File: src/rtl/core/mrfp_pkg.sv
package mrfp_pkg;

    localparam int MAX_PAYLOAD = 8;
    localparam int LEN_W       = 4;
    localparam int POS_W       = 4;
    localparam int DATA_W      = 8 * MAX_PAYLOAD;
    localparam int MASK_W      = 64;
    localparam int CFG_W       = 64;

    localparam logic [7:0]       START_BYTE  = 8'h3E;
    localparam logic [POS_W-1:0] POS_CMD     = 4'd1;
    localparam logic [POS_W-1:0] POS_ID      = 4'd2;
    localparam logic [POS_W-1:0] POS_LEN     = 4'd3;
    localparam logic [POS_W-1:0] POS_HSUM    = 4'd4;
    localparam logic [POS_W-1:0] POS_DATA    = 4'd5;
    localparam logic [LEN_W-1:0] LEN_MAX     = LEN_W'(MAX_PAYLOAD);
    localparam logic [LEN_W-1:0] LEN_RESET   = LEN_W'(MAX_PAYLOAD);

    localparam logic CFG_PAYLOAD_LENGTH = 1'b0;
    localparam logic CFG_ID_ENABLE_MASK = 1'b1;

    typedef enum logic [2:0] {
        ST_OK       = 3'd0,
        ST_LEN_ERR  = 3'd1,
        ST_HSUM_ERR = 3'd2,
        ST_PSUM_ERR = 3'd3,
        ST_UNREG_ID = 3'd4
    } t_status;

    typedef struct packed {
        logic              in_frame;
        logic [POS_W-1:0]  pos;
        logic [7:0]        cmd;
        logic [7:0]        id;
        logic [7:0]        hsum;
        logic [7:0]        psum;
        logic [DATA_W-1:0] store;
    } t_frame;

    typedef struct packed {
        t_status           status;
        logic [7:0]        node_id;
        logic [7:0]        command;
        logic [DATA_W-1:0] payload;
        logic [LEN_W-1:0]  count;
    } t_result;

    localparam t_frame FRAME_IDLE = '{
        in_frame: 1'b0, pos: '0, cmd: '0, id: '0, hsum: '0, psum: '0, store: '0
    };

endpackage

File: src/rtl/core/mrfp_step.sv
module mrfp_step
    import mrfp_pkg::*;
(
    input  t_frame           i_frame,
    input  logic [7:0]       i_rx_byte,
    input  logic [LEN_W-1:0] i_payload_length,
    input  logic [MASK_W-1:0] i_id_enable_mask,
    output t_frame           o_frame,
    output logic             o_emit,
    output t_result          o_result
);

    logic [LEN_W-1:0] len;
    logic [POS_W-1:0] k;
    logic [7:0]       hsum_add;
    logic [7:0]       psum_add;
    logic             id_known;

    assign len      = (i_payload_length > LEN_MAX) ? LEN_MAX : i_payload_length;
    assign k        = i_frame.pos - POS_DATA;
    assign hsum_add = i_frame.hsum + i_rx_byte;
    assign psum_add = i_frame.psum + i_rx_byte;
    assign id_known = (i_frame.id < 8'(MASK_W)) && i_id_enable_mask[i_frame.id[5:0]];

    always_comb begin
        o_frame           = i_frame;
        o_emit            = 1'b0;
        o_result.status   = ST_OK;
        o_result.node_id  = i_frame.id;
        o_result.command  = i_frame.cmd;
        o_result.payload  = '0;
        o_result.count    = '0;

        if (!i_frame.in_frame) begin
            if (i_rx_byte == START_BYTE) begin
                o_frame.in_frame = 1'b1;
                o_frame.pos      = POS_CMD;
                o_frame.hsum     = i_rx_byte;
            end
        end else if (i_frame.pos == POS_CMD) begin
            o_frame.cmd  = i_rx_byte;
            o_frame.hsum = hsum_add;
            o_frame.pos  = POS_ID;
        end else if (i_frame.pos == POS_ID) begin
            o_frame.id   = i_rx_byte;
            o_frame.hsum = hsum_add;
            o_frame.pos  = POS_LEN;
        end else if (i_frame.pos == POS_LEN) begin
            if (i_rx_byte != 8'(len)) begin
                o_emit          = 1'b1;
                o_result.status = ST_LEN_ERR;
                o_frame         = FRAME_IDLE;
            end else begin
                o_frame.hsum = hsum_add;
                o_frame.pos  = POS_HSUM;
            end
        end else if (i_frame.pos == POS_HSUM) begin
            if (i_rx_byte != i_frame.hsum) begin
                o_emit          = 1'b1;
                o_result.status = ST_HSUM_ERR;
                o_frame         = FRAME_IDLE;
            end else begin
                o_frame.pos = POS_DATA;
            end
        end else if (k < len) begin
            for (int j = 0; j < MAX_PAYLOAD; j++) begin
                if (k[2:0] == 3'(j)) begin
                    o_frame.store[j*8 +: 8] = i_frame.store[j*8 +: 8] | i_rx_byte;
                end
            end
            o_frame.psum = psum_add;
            o_frame.pos  = i_frame.pos + 1'b1;
        end else begin
            o_emit  = 1'b1;
            o_frame = FRAME_IDLE;
            if (i_rx_byte != i_frame.psum) begin
                o_result.status = ST_PSUM_ERR;
            end else if (!id_known) begin
                o_result.status = ST_UNREG_ID;
            end else begin
                o_result.status  = ST_OK;
                o_result.payload = i_frame.store;
                o_result.count   = k;
            end
        end
    end

endmodule

File: src/rtl/core/motor_reply_frame_parser.sv
// Motor reply frame parser: takes one received word per cycle, hunts for the
// start byte 0x3E and checks length, header sum, payload sum and id enable, giving one
// result word per frame or at the first error. A word is taken every cycle
// while the result register is empty or being read; a result appears in the
// cycle after the word that closes the frame and holds until taken, and only
// then does a stalled result hold off input. Frames may have any number of
// idle cycles between words. Write configuration only while no frame is open.
module motor_reply_frame_parser
    import mrfp_pkg::*;
(
    input  logic              i_clk,
    input  logic              i_rst_n,
    input  logic              i_cfg_we,
    input  logic              i_cfg_index,
    input  logic [CFG_W-1:0]  i_cfg_data,
    input  logic              i_in_valid,
    output logic              o_in_ready,
    input  logic [7:0]        i_rx_byte,
    output logic              o_out_valid,
    input  logic              i_out_ready,
    output logic [2:0]        o_status,
    output logic [7:0]        o_node_id,
    output logic [7:0]        o_command,
    output logic [DATA_W-1:0] o_payload,
    output logic [LEN_W-1:0]  o_payload_count
);

    logic [LEN_W-1:0]  r_payload_length;
    logic [MASK_W-1:0] r_id_enable_mask;
    t_frame            r_frame;
    t_frame            n_frame;
    logic              r_out_valid;
    t_result           r_result;
    t_result           n_result;
    logic              n_emit;
    logic              accept;

    assign o_in_ready = !r_out_valid || i_out_ready;
    assign accept     = i_in_valid && o_in_ready;

    mrfp_step u_step (
        .i_frame          (r_frame),
        .i_rx_byte        (i_rx_byte),
        .i_payload_length (r_payload_length),
        .i_id_enable_mask (r_id_enable_mask),
        .o_frame          (n_frame),
        .o_emit           (n_emit),
        .o_result         (n_result)
    );

    always_ff @(posedge i_clk) begin
        if (!i_rst_n) begin
            r_payload_length <= LEN_RESET;
            r_id_enable_mask <= '0;
        end else if (i_cfg_we) begin
            unique case (i_cfg_index)
                CFG_PAYLOAD_LENGTH: r_payload_length <= i_cfg_data[LEN_W-1:0];
                CFG_ID_ENABLE_MASK: r_id_enable_mask <= i_cfg_data[MASK_W-1:0];
            endcase
        end
    end

    always_ff @(posedge i_clk) begin
        if (!i_rst_n) begin
            r_frame     <= FRAME_IDLE;
            r_out_valid <= 1'b0;
        end else begin
            if (accept) begin
                r_frame <= n_frame;
            end
            if (accept && n_emit) begin
                r_out_valid <= 1'b1;
            end else if (i_out_ready) begin
                r_out_valid <= 1'b0;
            end
        end
    end

    always_ff @(posedge i_clk) begin
        if (accept && n_emit) begin
            r_result <= n_result;
        end
    end

    assign o_out_valid     = r_out_valid;
    assign o_status        = r_result.status;
    assign o_node_id       = r_result.node_id;
    assign o_command       = r_result.command;
    assign o_payload       = r_result.payload;
    assign o_payload_count = r_result.count;

endmodule

File: config.mk
export PLATFORM = sky130hd
export DESIGN_NAME = motor_reply_frame_parser
export DESIGN_NICKNAME = d
export VERILOG_FILES = /design/src/rtl/core/mrfp_pkg.sv /design/src/rtl/core/mrfp_step.sv /design/src/rtl/core/motor_reply_frame_parser.sv
export SDC_FILE = /design/constraint.sdc
export NUM_CORES = 1
export LEC_CHECK = 0
export BUFFER_PORTS_ARGS = -buffer_cell sky130_fd_sc_hd__buf_2
export CAP_MARGIN = 25
export CORE_MARGIN = 2
export CORE_UTILIZATION = 60
export DETAILED_ROUTE_END_ITERATION = 8
export PLACE_DENSITY_LB_ADDON = 0.12
export SLEW_MARGIN = 20
export SYNTH_ARGS = -nofsm -noshare
export SYNTH_HDL_FRONTEND = slang
export SYNTH_SLANG_ARGS = --single-unit
File: constraint.sdc
create_clock -name i_clk -period 19.71 [get_ports i_clk]
set_clock_uncertainty 0.1 [all_clocks]
set_input_delay 0.9855 -clock i_clk [delete_from_list [all_inputs] [get_ports i_clk]]
set_output_delay 0.9855 -clock i_clk [all_outputs]
set_load 0.02 [all_outputs]
# Word-level counts from Yosys, hierarchy flattened
# Index checks and enable logic that the tools add are counted.
# totals
regBits	257
inputBits	78
output_inout_bits	89
word_cells	155
# classes
n_bitwise	13
eq_ne	34
n_addsub	4
order_cmp	4
n_reduce_logical	25
muxes	53
# ops
cell	n
two-way mux 101 bit	2
two-way mux 72 bit	2
two-way mux 8 bit	13
two-way mux 96 bit	1
bitwise OR 8 bit	8
AND reduction 7 bit	8
inequality test 4 x 2 -> 1 bit (second input constant)	10
two-way mux 16 bit	2
two-way mux 24 bit	1
two-way mux 3 bit	7
AND reduction 6 bit	3
two-way mux 1 bit	17
adder 8 bit	2
inequality test 8 bit	2
== test 3 bit (second input constant)	4
two-way mux 12 bit	1
two-way mux 4 bit	3
two-way mux 5 bit	2
inequality test 3 x 2 -> 1 bit (second input constant)	3
== test 4 x 2 -> 1 bit (second input constant)	2
== test 8 x 6 -> 1 bit (second input constant)	1
< comparator 8 x 7 -> 1 bit (second input constant)	1
inequality test 4 x 1 -> 1 bit (second input constant)	2
inequality test 8 x 4 -> 1 bit	1
other kinds (25)	35

# Longest topological paths before layout
# Gate-level depths: netlist of run 1.
# logic_depth
depth_word	11
depth_mapped	12

# Cells and area by module
# A second synthesis of run 1 with hierarchy kept.
# unflattened
hier_cells	1361
area_unflattened_um2	12834.8
# by_module_without_submodules
module	instances	area_each_um2	cells_each	seq_area_each_um2
motor_reply_frame_parser	1	9166.3	824	6015.8
mrfp_step	1	3668.5	537	0.0

# Least setup slack after synthesis of run 1
# No wires, ideal clock.
# synth_timing
path_kind	register to register
from	register r_frame[96] in the netlist's numbering
to	register r_result (netlist bit o_command[0]), enable pin
setup_ps	534
arrival_ps	5884
path_stages_with_launch	11
path_buffers	1
required_time_ps	19076
path_slack_ps	13192
cell_sequence	dfxtp_1 inv_1 ha_1 xor2_1 inv_1 ha_1 o21ai_0 o21ai_0 a21oi_1 clkbuf_1 nor2_1
# synth_via
elab_chain_cells	9
# synth_rtl
item	line_no	text
from (decl)	motor_reply_frame_parser.sv:30	t_frame r_frame;
from (signal assigned)	motor_reply_frame_parser.sv:69	r_frame <= n_frame;
subtractor 4 x 3 -> 4 bit	mrfp_step.sv:20	assign k = i_frame.pos - POS_DATA;
net u_step.k[0]	mrfp_step.sv:14	logic [POS_W-1:0] k;
< comparator 4 bit	mrfp_step.sv:65	end else if (k < len) begin
two-way mux 1 bit	mrfp_step.sv:65	
two-way mux 1 bit	mrfp_step.sv:57	end else if (i_frame.pos == POS_HSUM) begin
two-way mux 1 bit	mrfp_step.sv:48	end else if (i_frame.pos == POS_LEN) begin
two-way mux 1 bit	mrfp_step.sv:44	end else if (i_frame.pos == POS_ID) begin
two-way mux 1 bit	mrfp_step.sv:40	end else if (i_frame.pos == POS_CMD) begin
two-way mux 1 bit	mrfp_step.sv:34	if (!i_frame.in_frame) begin
logical AND 1 bit	motor_reply_frame_parser.sv:80	if (accept && n_emit) begin
to (signal assigned)	motor_reply_frame_parser.sv:81	r_result <= n_result;
to (decl)	motor_reply_frame_parser.sv:33	t_result r_result;
# The timed path passes the listed nets, and every way through them passes these cells.
# A chain may end at the register's enable or synchronous reset.

# Worst setup path after layout of run 1
# layout_timing
from	input i_rx_byte[2]
to	register r_result (netlist bit o_payload[61]), enable pin
# layout_via
elab_chain_cells	8
# layout_rtl
item	line_no	text
from (decl)	motor_reply_frame_parser.sv:18	input logic [7:0] i_rx_byte,
inequality test 8 bit	mrfp_step.sv:58	if (i_rx_byte != i_frame.hsum) begin
two-way mux 1 bit	mrfp_step.sv:58	
two-way mux 1 bit	mrfp_step.sv:57	
two-way mux 1 bit *	mrfp_step.sv:48	
two-way mux 1 bit *	mrfp_step.sv:44	
two-way mux 1 bit *	mrfp_step.sv:40	
two-way mux 1 bit *	mrfp_step.sv:34	
logical AND 1 bit *	motor_reply_frame_parser.sv:80	
# Mark *: on every way between the ends. The rest lies on a longest branch, timed or not.

==> results of run 1 <==
## kinds of logic after synthesis
logic type / Yosys count
simple gates: 405
flops: 257
compound gates: 240
buf+inv: 85
mux: 27
fa+ha+maj: 26
xor+xnor: 17
## layer usage
layer / vias to the layer above / global-route usage [%]
met4: 0 / 7.76
met2: 261 / 39.4
met1: 3927 / 35.9
li1: 3988 / -
met3: 48 / 4.25
met5: - / 0
## power breakdown
group | switching (uW) | internal [uW]
logic | 30.7 | 19.1
clock network | 197 | 263
registers | 3.59 | 551
## state kept, by name, indices dropped and copies added, names as in the netlist
| name | cells |
|---|---|
| o_command | 8 |
| o_node_id | 8 |
| o_out_valid | 1 |
| o_payload | 64 |
| o_payload_count | 4 |
| o_status | 3 |
| r_frame | 101 |
| r_id_enable_mask | 64 |
| r_payload_length | 4 |
## worst max-delay path by stage
stage | start | endpoint | slack, ns | depth (start not counted)
floorplan | r_frame[96] | o_command[0] | 13.19 | 10
detailed placement | i_rx_byte[2] | o_payload[49] | 15.16 | 8
global placement | i_rx_byte[2] | o_payload[50] | 15.19 | 8
global route | r_frame[96] | r_frame[99] | 15.57 | 11
CTS | r_frame[96] | o_command[7] | 15.65 | 10
finish | i_rx_byte[2] | o_payload[61] | 15.81 | 8
## through the flow
| step | util (%) | area (sq um) | total power (uW) |
|---|---|---|---|
| after global placement | 65.8 | 11800 | 614 |
| after floorplan | - | 10900 | 596 |
| after global routing | 70.5 | 12600 | 1100 |
| after detailed placement | 66.0 | 11800 | 615 |
| final | 70.5 | 12600 | 1060 |
| after CTS | 70.4 | 12600 | 1070 |
## final cells by class
| type | instances | share of cell area, % |
|---|---|---|
| Clock buffer | 34 | 5.56 |
| Clock inverter | 12 | 0.744 |
| Inverter | 17 | 0.506 |
| Multi-Input combinational cell | 715 | 35.9 |
| Sequential cell | 257 | 47.7 |
| Tap cell | 229 | 2.27 |
| Timing Repair Buffer | 176 | 7.31 |
## cell usage in the layout (no fill, tap or decap), types with 5 or more instances in the layout
cell | synthesis | final
a21boi_0 | 64 | 64
a21oi_1 | 27 | 27
a22o_1 | 7 | 7
a22oi_1 | 10 | 10
a31oi_1 | 65 | 65
and2_1 | 86 | 85
buf_2 | 9 | 166
buf_4 | 2 | 7
clkbuf_1 | 48 | 5
clkbuf_16 | 0 | 26
dfxtp_1 | 170 | 170
edfxtp_1 | 87 | 87
ha_1 | 24 | 24
inv_1 | 17 | 17
mux2i_1 | 10 | 10
mux4_2 | 16 | 16
nand2_1 | 165 | 164
nand3_1 | 11 | 11
nor2_1 | 95 | 94
nor2b_1 | 13 | 13
nor3_1 | 7 | 7
nor3b_1 | 6 | 6
o211ai_1 | 5 | 5
o21ai_0 | 29 | 29
xnor2_1 | 13 | 13
## critical path: stages
cell and delay (ns):
buf_2 0.33, ha_1 0.36, or4_1 0.51, or4_4 0.57, and2_4 0.20, o31ai_4 0.54, nor2_4 0.04, buf_6 0.31
==> summary.md, run 1 <==
| Metric | Value |
|---|---|
| Placed Cells | `1393` |
| Synth unique cells | `62` |
| Core area | `17900 sq um` |
| Fin. max-slew vios | `0` |
| Seq cells post-synth | `around 260` |
| Initial core utilization | `between 60% and 70%` |
| Worst setup margin | `15.81 ns` |
| Crit Path Max Fanout | `a little under 90` |
| R2r endpoint | `r_frame[99]` |
| Hold Slack | `0.330 ns` |
| DRT Pass-1 Iters | `5` |
| Detailed Route Iter0 Violations | `745` |
| Clock Latency Late Sink | `around 0.52 ns` |
| R2r setup slk | `15.87 ns` |
| Max Cap Viol | `0` |
| Slew HR | `38.9%` |
| Min cycle time layout | `3.90 ns` |
| Reg clk slew, reported paths | `around 0.06 ns` |
| # rows | `between 40 and 50` |
| Antenna violations before repair | `0` |
| YS warnings | `0` |
| Main combinational cell family by area after synthesis | `simple AND/OR/NAND/NOR gates` |
| Hold_buf cts | `0` |
| Sequential share of the synthesized area | `55.1%` |
| Mapped Nets | `between 1000 and 1500` |
| Power Density | `roughly 84 nW/um^2` |
| Critical Path End Type | `register` |
| Post-route DRC | `0` |
| Antenna cells | `0` |
| Multi-input logic area | `4530 sq um` |
| Post-Syn Instances | `1057` |
| Area leader, netlist | `dfxtp_1` |
| Adder-cell share of the synthesized area | `3.12%` |
| Async SR Flop Fraction | `0%` |
| Multiplexer share of the synthesized area | `4.32%` |
| Worst Hold End | `o_command[5]` |
| Dpl hpwl | `15900 um` |
| Via count | `approximately 8000` |
| Arr. time, crit path | `3.96 ns` |
| FF-to-FF Start | `r_frame[96]` |
| Placement Setup Slack | `15.16 ns` |
| RSZ-0062 raised after global routing | `false` |
| Nets | `1296` |
| Max rail drop VDD | `74.9 uV` |
| TNS Setup | `0 ns` |
| Commonest cells in the netlist | `dfxtp_1 (170), nand2_1 (165), nor2_1 (95)` |
| PortBufs | `approximately 170` |
| Filler cells | `1393` |
| Synth top area cells | `dfxtp_1 (31%), edfxtp_1 (24%), nand2_1 (5.7%)` |
| Status | `finished clean` |
| Syn_area_per_cell | `10.3 sq um` |
| Worst setup path class | `in -> reg` |
| Drt wl/cell | `17.1 um` |
| Die ar. | `19300 sq um` |
| RePlAce Congestion | `0.930` |
| Type of origin of the critical path | `input port` |
| Gr usage total | `between 20 and 30%` |
| Cts repair resizes | `0` |
| Layout cell share with drive strength beyond 1 | `20.1%` |
| Simple-gate share of the synthesized area | `17.4%` |
| Vias/cell | `5.71` |
| Wire length on met1 | `roughly 11000 um` |
| Max layer used | `met4` |
| Mapped Area | `approximately 11000 sq um` |
| Worst hold path type | `reg -> reg` |
| Most frequent cell after synthesis | `dfxtp_1` |
| Complex-gate fraction of the synthesized area | `15.1%` |
| XOR/XNOR Fraction of Synth Area | `1.36%` |
| Fin. Hold Viols | `0` |
| FF-to-FF path depth | `11` |
| Vias in the first global route | `slightly below 8000` |
| EDFF count, synth | `87` |
| Area grow syn2layout | `15.5%` |
| Hold path depth | `0` |
| DIE HEIGHT | `139 um` |
| Post-CTS Setup Inserts | `0` |
| CTS Root Cell | `clkbuf_16` |
| Max Clk Rate | `257 MHz` |
| Largest net degree at the start of global routing | `104` |
| Met2 Routed Length | `between 10000 and 15000 um` |
| CTS tree | `yes` |
| Crit share post-route | `approximately a fifth` |
| Routed WL | `24600 um` |
| Ports | `167` |
| WP data required | `19.78 ns` |
| H-tree Lvls | `1` |
| Leakage | `0.00490 uW` |
| TritonCTS buffer count | `25` |
| Top cell type's share of synthesized area | `a little under a third` |
| Routed wl met3 | `1540 um` |
| Measured slew at the worst slew-check pin | `0.914 ns` |
| Clk buf depth | `3` |
| Routed Antenna Nets | `0` |
| Final setup violation count | `0` |
| First-pass GRT wire length | `39900 um` |
| Clk sinks | `about 260` |
| Post-Layout Cell Count | `1440` |
| Predominant post-synthesis flop cell | `dfxtp_1` |
| Register area | `roughly 6000 sq um` |
| GRT overflow | `0` |
| HP Start | `r_frame[93]` |
| Die width | `139 um` |
No activity file was read; power rests on OpenSTA's default activity.
==> run 2, diff against run 1 <==
- CORE_UTILIZATION: 60 -> 57
- clock period: 19.71 -> 3.7 ns (I/O delays scaled with it)
==> run 2 against run 1 <==
Sequential share of layout area decreased by 3.1 points. First-iteration DRC count increased by 0.54%. Critical path type unchanged. Clock power increased to 5.7 times the previous value. Sequential power increased to 5.3 times the previous value. Register-to-register slack got worse by 16 ns. Utilization increased by 1.5 points. Power increased to 5.5 times the previous value. Design area increased by 7.1%.
==> summary.md, run 2 (synthesis results as in run 1) <==
| Metric | Value |
|---|---|
| Die width | `142 um` |
| Most common cell after layout, fill and taps aside | `dfxtp_1` |
| Largest net degree at the start of global routing | `about 80` |
| Dpl hpwl | `16400 um` |
| Initial core utilization | `58.2%` |
| Detailed Route Iter0 Violations | `roughly 750` |
| TritonCTS buffer count | `26` |
| Routed WL | `26300 um` |
| H-tree Lvls | `1` |
| RePlAce Congestion | `0.923` |
| Crit share post-route | `92.8%` |
| Clk sinks | `about 260` |
| Clk buf depth | `3` |
| PortBufs | `roughly 170` |
| Ports | `167` |
| Drt wl/cell | `17.2 um` |
| Nets | `1378` |
| Arr. time, crit path | `3.70 ns` |
| Leakage | `0.00529 uW` |
| DRT Pass-1 Iters | `5` |
| Antenna violations before repair | `0` |
| Final setup violation count | `0` |
| RSZ-0062 raised after global routing | `false` |
| Via count | `slightly below 9000` |
| Worst hold path type | `in -> reg` |
| TNS Setup | `0 ns` |
| Routed Antenna Nets | `0` |
| CTS Root Cell | `clkbuf_16` |
| Reg clk slew, reported paths | `about 0.06 ns` |
| Area grow syn2layout | `23.7%` |
| CTS tree | `yes` |
| Worst setup path class | `in -> reg` |
| First-pass GRT wire length | `41500 um` |
| DIE HEIGHT | `142 um` |
| Critical Path End Type | `register` |
| Antenna cells | `0` |
| GRT overflow | `0` |
| Post-CTS Setup Inserts | `0` |
| Crit Path Max Fanout | `26` |
| Max rail drop VDD | `358 uV` |
| Fin. Hold Viols | `0` |
| Max Clk Rate | `291 MHz` |
| Core area | `18800 sq um` |
| Largest register FFs | `just over 100` |
| Die ar. | `20300 sq um` |
| Vias/cell | `5.67` |
| Power Density | `437 nW/um^2` |
| Min cycle time layout | `3.43 ns` |
| Gr usage total | `25.6%` |
| WP data required | `3.97 ns` |
| Slew HR | `41.2%` |
| Measured slew at the worst slew-check pin | `approximately 0.9 ns` |
| Post-route DRC | `0` |
| Fin. max-slew vios | `0` |
| Vias in the first global route | `approximately 8100` |
| Commonest non-fill, non-tap cells in the layout | `dfxtp_1 (168), buf_2 (166), nand2_1 (164)` |
| Status | `finished clean` |
| # rows | `50` |
| Most flop-heavy register | `r_frame` |
| Layout cell share with drive strength beyond 1 | `20.6%` |
| Max Cap Viol | `0` |
| Clock Latency Late Sink | `0.54 ns` |
| Post-route cell area | `13500 sq um` |
| Post-DP Area | `about 12000 sq um` |
| Type of origin of the critical path | `input port` |
run 2: stage by stage:
stage / hold WS, ns / std cells / utilization (%) / power, uW / setup WS (ns)
finish: 0.0332 / 1528 / 72.0 / 5900 / 0.265
global route: 0.0771 / 1528 / 72.0 / 6080 / 0.0493
CTS: 0.0263 / 1528 / 71.9 / 5930 / 0.253
detailed placement: 0.344 / 1412 / 63.7 / 3280 / 0.281
global placement: 0.335 / 1412 / 63.7 / 3280 / 0.355
floorplan: 0.230 / 1057 / - / 3180 / 0.0119
run 2: timing repair:
item                                   CTS  global route
hold buffers                            68             0
endpoints found under the hold margin   71             0
setup endpoints to repair                0             3
gates resized for setup                  0             1
run 2: worst paths after layout:
path                              startpoint          end  slack, ns  depth (start not counted)
worst max-delay path            i_rx_byte[6]  r_frame[27]       0.27                         10
worst min-delay path                 i_rst_n  r_frame[84]       0.03                          3
worst max register to register   r_frame[96]  r_frame[14]       0.32                         11
worst min register to register   r_frame[50]  r_frame[50]       0.36                          2
run 2: routing by layer:
| metal | routed length (um) | global-route usage (%) | up-vias |
|---|---|---|---|
| li1 | - | - | 4178 |
| met1 | 11600 | 34.3 | 4114 |
| met2 | 12400 | 42.1 | 304 |
| met3 | 1510 | 4.24 | 73 |
| met4 | 813 | 9.64 | 0 |
| met5 | 0 | 0 | - |
run 2: area by class of cell:
class	instances	area [sq um]
Timing Repair Buffer	257	1720
Fill cell	1344	5260
Sequential cell	257	6020
Inverter	17	63.8
Multi-Input combinational cell	715	4550
Clock buffer	31	679
Tap cell	234	293
Clock inverter	17	179
run 2: report_power, final:
| group | switching, uW | internal [uW] |
|---|---|---|
| combinational | 182 | 153 |
| clock | 1080 | 1530 |
| sequential | 19.2 | 2930 |
run 2: worst max-delay path: stages:
cell and delay (ns):
dlygate4sd3_1 0.52, buf_2 0.30, ha_1 0.33, or4_1 0.49
or4_4 0.57, and2_4 0.20, o31a_2 0.54, buf_4 0.30
a31oi_1 0.20, nor2_1 0.06
==> run 3, diff against run 2 <==
- ABC_AREA: not set -> 1
==> run 3 against run 2 <==
Sequential power hardly changed. Sequential cell count unchanged. Cell count grew 15%. Via count rose by 8.2%. Highest routed layer unchanged. Routed wire length rose by 2.4%. Worst hold slack lost 0.0058 ns. Clock-buffer cell count up 9.
==> summary.md, run 3 <==
| Metric | Value |
|---|---|
| RePlAce Congestion | `0.927` |
| Met2 Usage GRT | `42.7%` |
| Delay-heaviest family, CP | `buffers and inverters` |
| Most flop-heavy register | `r_frame` |
| Gr usage total | `26.3%` |
| YS warnings | `0` |
| Post-DP Area | `11900 sq um` |
| Most frequent cell after synthesis | `nor2_1` |
| Worst hold path type | `in -> reg` |
| CTS Root Cell | `clkbuf_16` |
| Min cycle time layout | `3.27 ns` |
| Commonest cells in the netlist | `nor2_1 (218), nand2_1 (191), dfxtp_1 (170)` |
| Initial core utilization | `between 50% and 60%` |
| Async SR Flop Fraction | `0%` |
| Slowest cell on the critical path | `dfxtp_1` |
| Synth unique cells | `40` |
| Leakage | `roughly 0.0057 uW` |
| Routed Antenna Nets | `0` |
| Post-Syn Instances | `1295` |
| GRT busiest layer | `met2` |
| Syn_area_per_cell | `about 8.5 sq um` |
| Synth top area cells | `dfxtp_1 (31%), edfxtp_1 (24%), nor2_1 (7.5%)` |
| DIE HEIGHT | `143 um` |
| Power Density | `449 nW/um^2` |
| Reg clk slew, reported paths | `0.06 ns` |
| Crit path cell chain | `inv_1 > ha_1 > nand2_1 > inv_1 > nor2_2 > inv_1 > ha_1 > nand2_1 > inv_1 > nand2_1 > nand3_2 > inv_2 > nor2_1 > nand2_2 > clkinvlp_4 > buf_12` |
| Die ar. | `20300 sq um` |
| Arr. time, crit path | `3.34 ns` |
| Layout cell share with drive strength beyond 1 | `17.4%` |
| Worst Path Buf+Inv | `7` |
| CTS tree | `yes` |
| Clk buf depth | `3` |
| Fin. Hold Viols | `0` |
| Dpl hpwl | `about 16000 um` |
| First-pass GRT wire length | `43200 um` |
| Slowest stage delay, CP | `0.45 ns` |
| Most used cell, CP | `inv_1` |
| Routed WL | `27000 um` |
| Measured slew at the worst slew-check pin | `around 0.7 ns` |
| TNS Setup | `0 ns` |
| Status | `finished clean` |
| DRT Pass-1 Iters | `5` |
| Via count | `9382` |
| Type of origin of the critical path | `register` |
| Most common cell after layout, fill and taps aside | `nor2_1` |
| Largest net degree at the start of global routing | `82` |
| Fin. max-slew vios | `0` |
| GRT overflow | `0` |
| Antenna violations before repair | `0` |
| Met3 Track Usage GR | `3.57%` |
| Ports | `167` |
| Clk sinks | `between 200 and 300` |
| Filler cells | `approximately 1400` |
| Clock Latency Late Sink | `between 0.5 and 0.6 ns` |
| Detailed Route Iter0 Violations | `767` |
| Core area | `about 19000 sq um` |
| Commonest non-fill, non-tap cells in the layout | `nor2_1 (217), nand2_1 (191), dfxtp_1 (169)` |
| Max Clk Rate | `306 MHz` |
| Sequential share of the synthesized area | `between 50% and 60%` |
| Area leader, netlist | `dfxtp_1` |
| Slew HR | `51.9%` |
| Max Cap Viol | `0` |
| Post-route cell area | `13600 sq um` |
| Seq cells post-synth | `257` |
| Mapped Area | `about 11000 sq um` |
| Final setup violation count | `0` |
| RSZ-0062 raised after global routing | `false` |
| Vias/cell | `5.32` |
| Drt wl/cell | `between 15 and 20 um` |
| Met1 Track Usage GR | `36.9%` |
| Top cell type's share of synthesized area | `31.1%` |
| Mapped Nets | `1399` |
| Crit Path Max Fanout | `81` |
| WP data required | `3.77 ns` |
| Crit share post-route | `88.4%` |
| Die width | `roughly 140 um` |
| Post-route DRC | `0` |
| Worst setup path class | `reg -> reg` |
| Critical Path End Type | `register` |
| Largest register FFs | `101` |
| PortBufs | `166` |
| EDFF count, synth | `87` |
| Antenna cells | `0` |
| H-tree Lvls | `1` |
| Predominant post-synthesis flop cell | `dfxtp_1` |
| Nets | `~1600` |
| Area grow syn2layout | `23.8%` |
| Vias in the first global route | `8707` |
| # rows | `50` |
| Max rail drop VDD | `around 290 uV` |
| TritonCTS buffer count | `26` |
-- run 3: through the flow --
step | power [uW] | util (%) | std cells | setup WS [ns] | hold WS, ns
floorplan | 3230 | - | 1295 | 0.0148 | 0.215
global placement | 3330 | 63.4 | 1642 | 0.648 | 0.315
detailed placement | 3340 | 63.4 | 1642 | 0.479 | 0.319
CTS | 6100 | 72.1 | 1763 | 0.451 | 0.00132
global route | 6260 | 72.3 | 1764 | 0.124 | 0.0378
finish | 6080 | 72.3 | 1764 | 0.429 | 0.0274
-- run 3: worst register-to-register path: stages (launching register included) --
cell and delay, ns:
dfxtp_1 0.45, inv_1 0.15, ha_1 0.22, nand2_1 0.07
inv_1 0.06, nor2_2 0.19, inv_1 0.13, ha_1 0.29
nand2_1 0.04, inv_1 0.04, nand2_1 0.07, nand3_2 0.11
inv_2 0.10, nor2_1 0.13, nand2_2 0.12, clkinvlp_4 0.19
buf_12 0.38
-- run 3: area by class of cell --
class                   count  area [sq um]  share of cell area, %
clock buffers              40           817                   6.03
clock inverters             8          96.3                  0.710
inverters                 124           472                   3.48
multi-input cells         849          4140                   30.6
flip-flops and latches    257          6020                   44.4
well taps                 234           293                   2.16
repair buffers            252          1720                   12.7
-- run 3: where the power goes --
group	switching (uW)	leakage [uW]	internal (uW)	total, uW
Clock	1070	0.000449	1660	2740
Sequential	24.7	0.00233	2950	2970
Combinational	221	0.00289	156	377
-- run 3: path summary, 6_finish.rpt --
kind	slack, ns	to	cells past startpoint	start
max	0.43	o_payload[45]	16	r_frame[97]
min	0.03	r_frame[97]	5	i_in_valid
max reg2reg	0.43	o_payload[45]	16	r_frame[97]
min reg2reg	0.33	o_command[0]	0	r_frame[88]
-- run 3: per-layer routing --
layer / share of wire [%] / vias up
li1: - / 4657
met1: 46 / 4359
met2: 46 / 314
met3: 5.6 / 52
met4: 2.6 / 0
met5: 0 / -
-- run 3: what timing repair did --
action / CTS / global route
hold buffers: 73 / 0
hold endpoints to repair: 69 / 0
buffers inserted: 0 / 0
resized for setup: 0 / 0
-- run 3: cells by family after synthesis --
family	after synthesis	synth area share [%]
buffers and inverters	189	7.23
AOI/OAI and AO/OA	196	9.34
and+or+nand+nor	608	23.9
xor gates and xnor gates	19	1.52
DFF	257	54.9
adders and majority gates	26	3.11
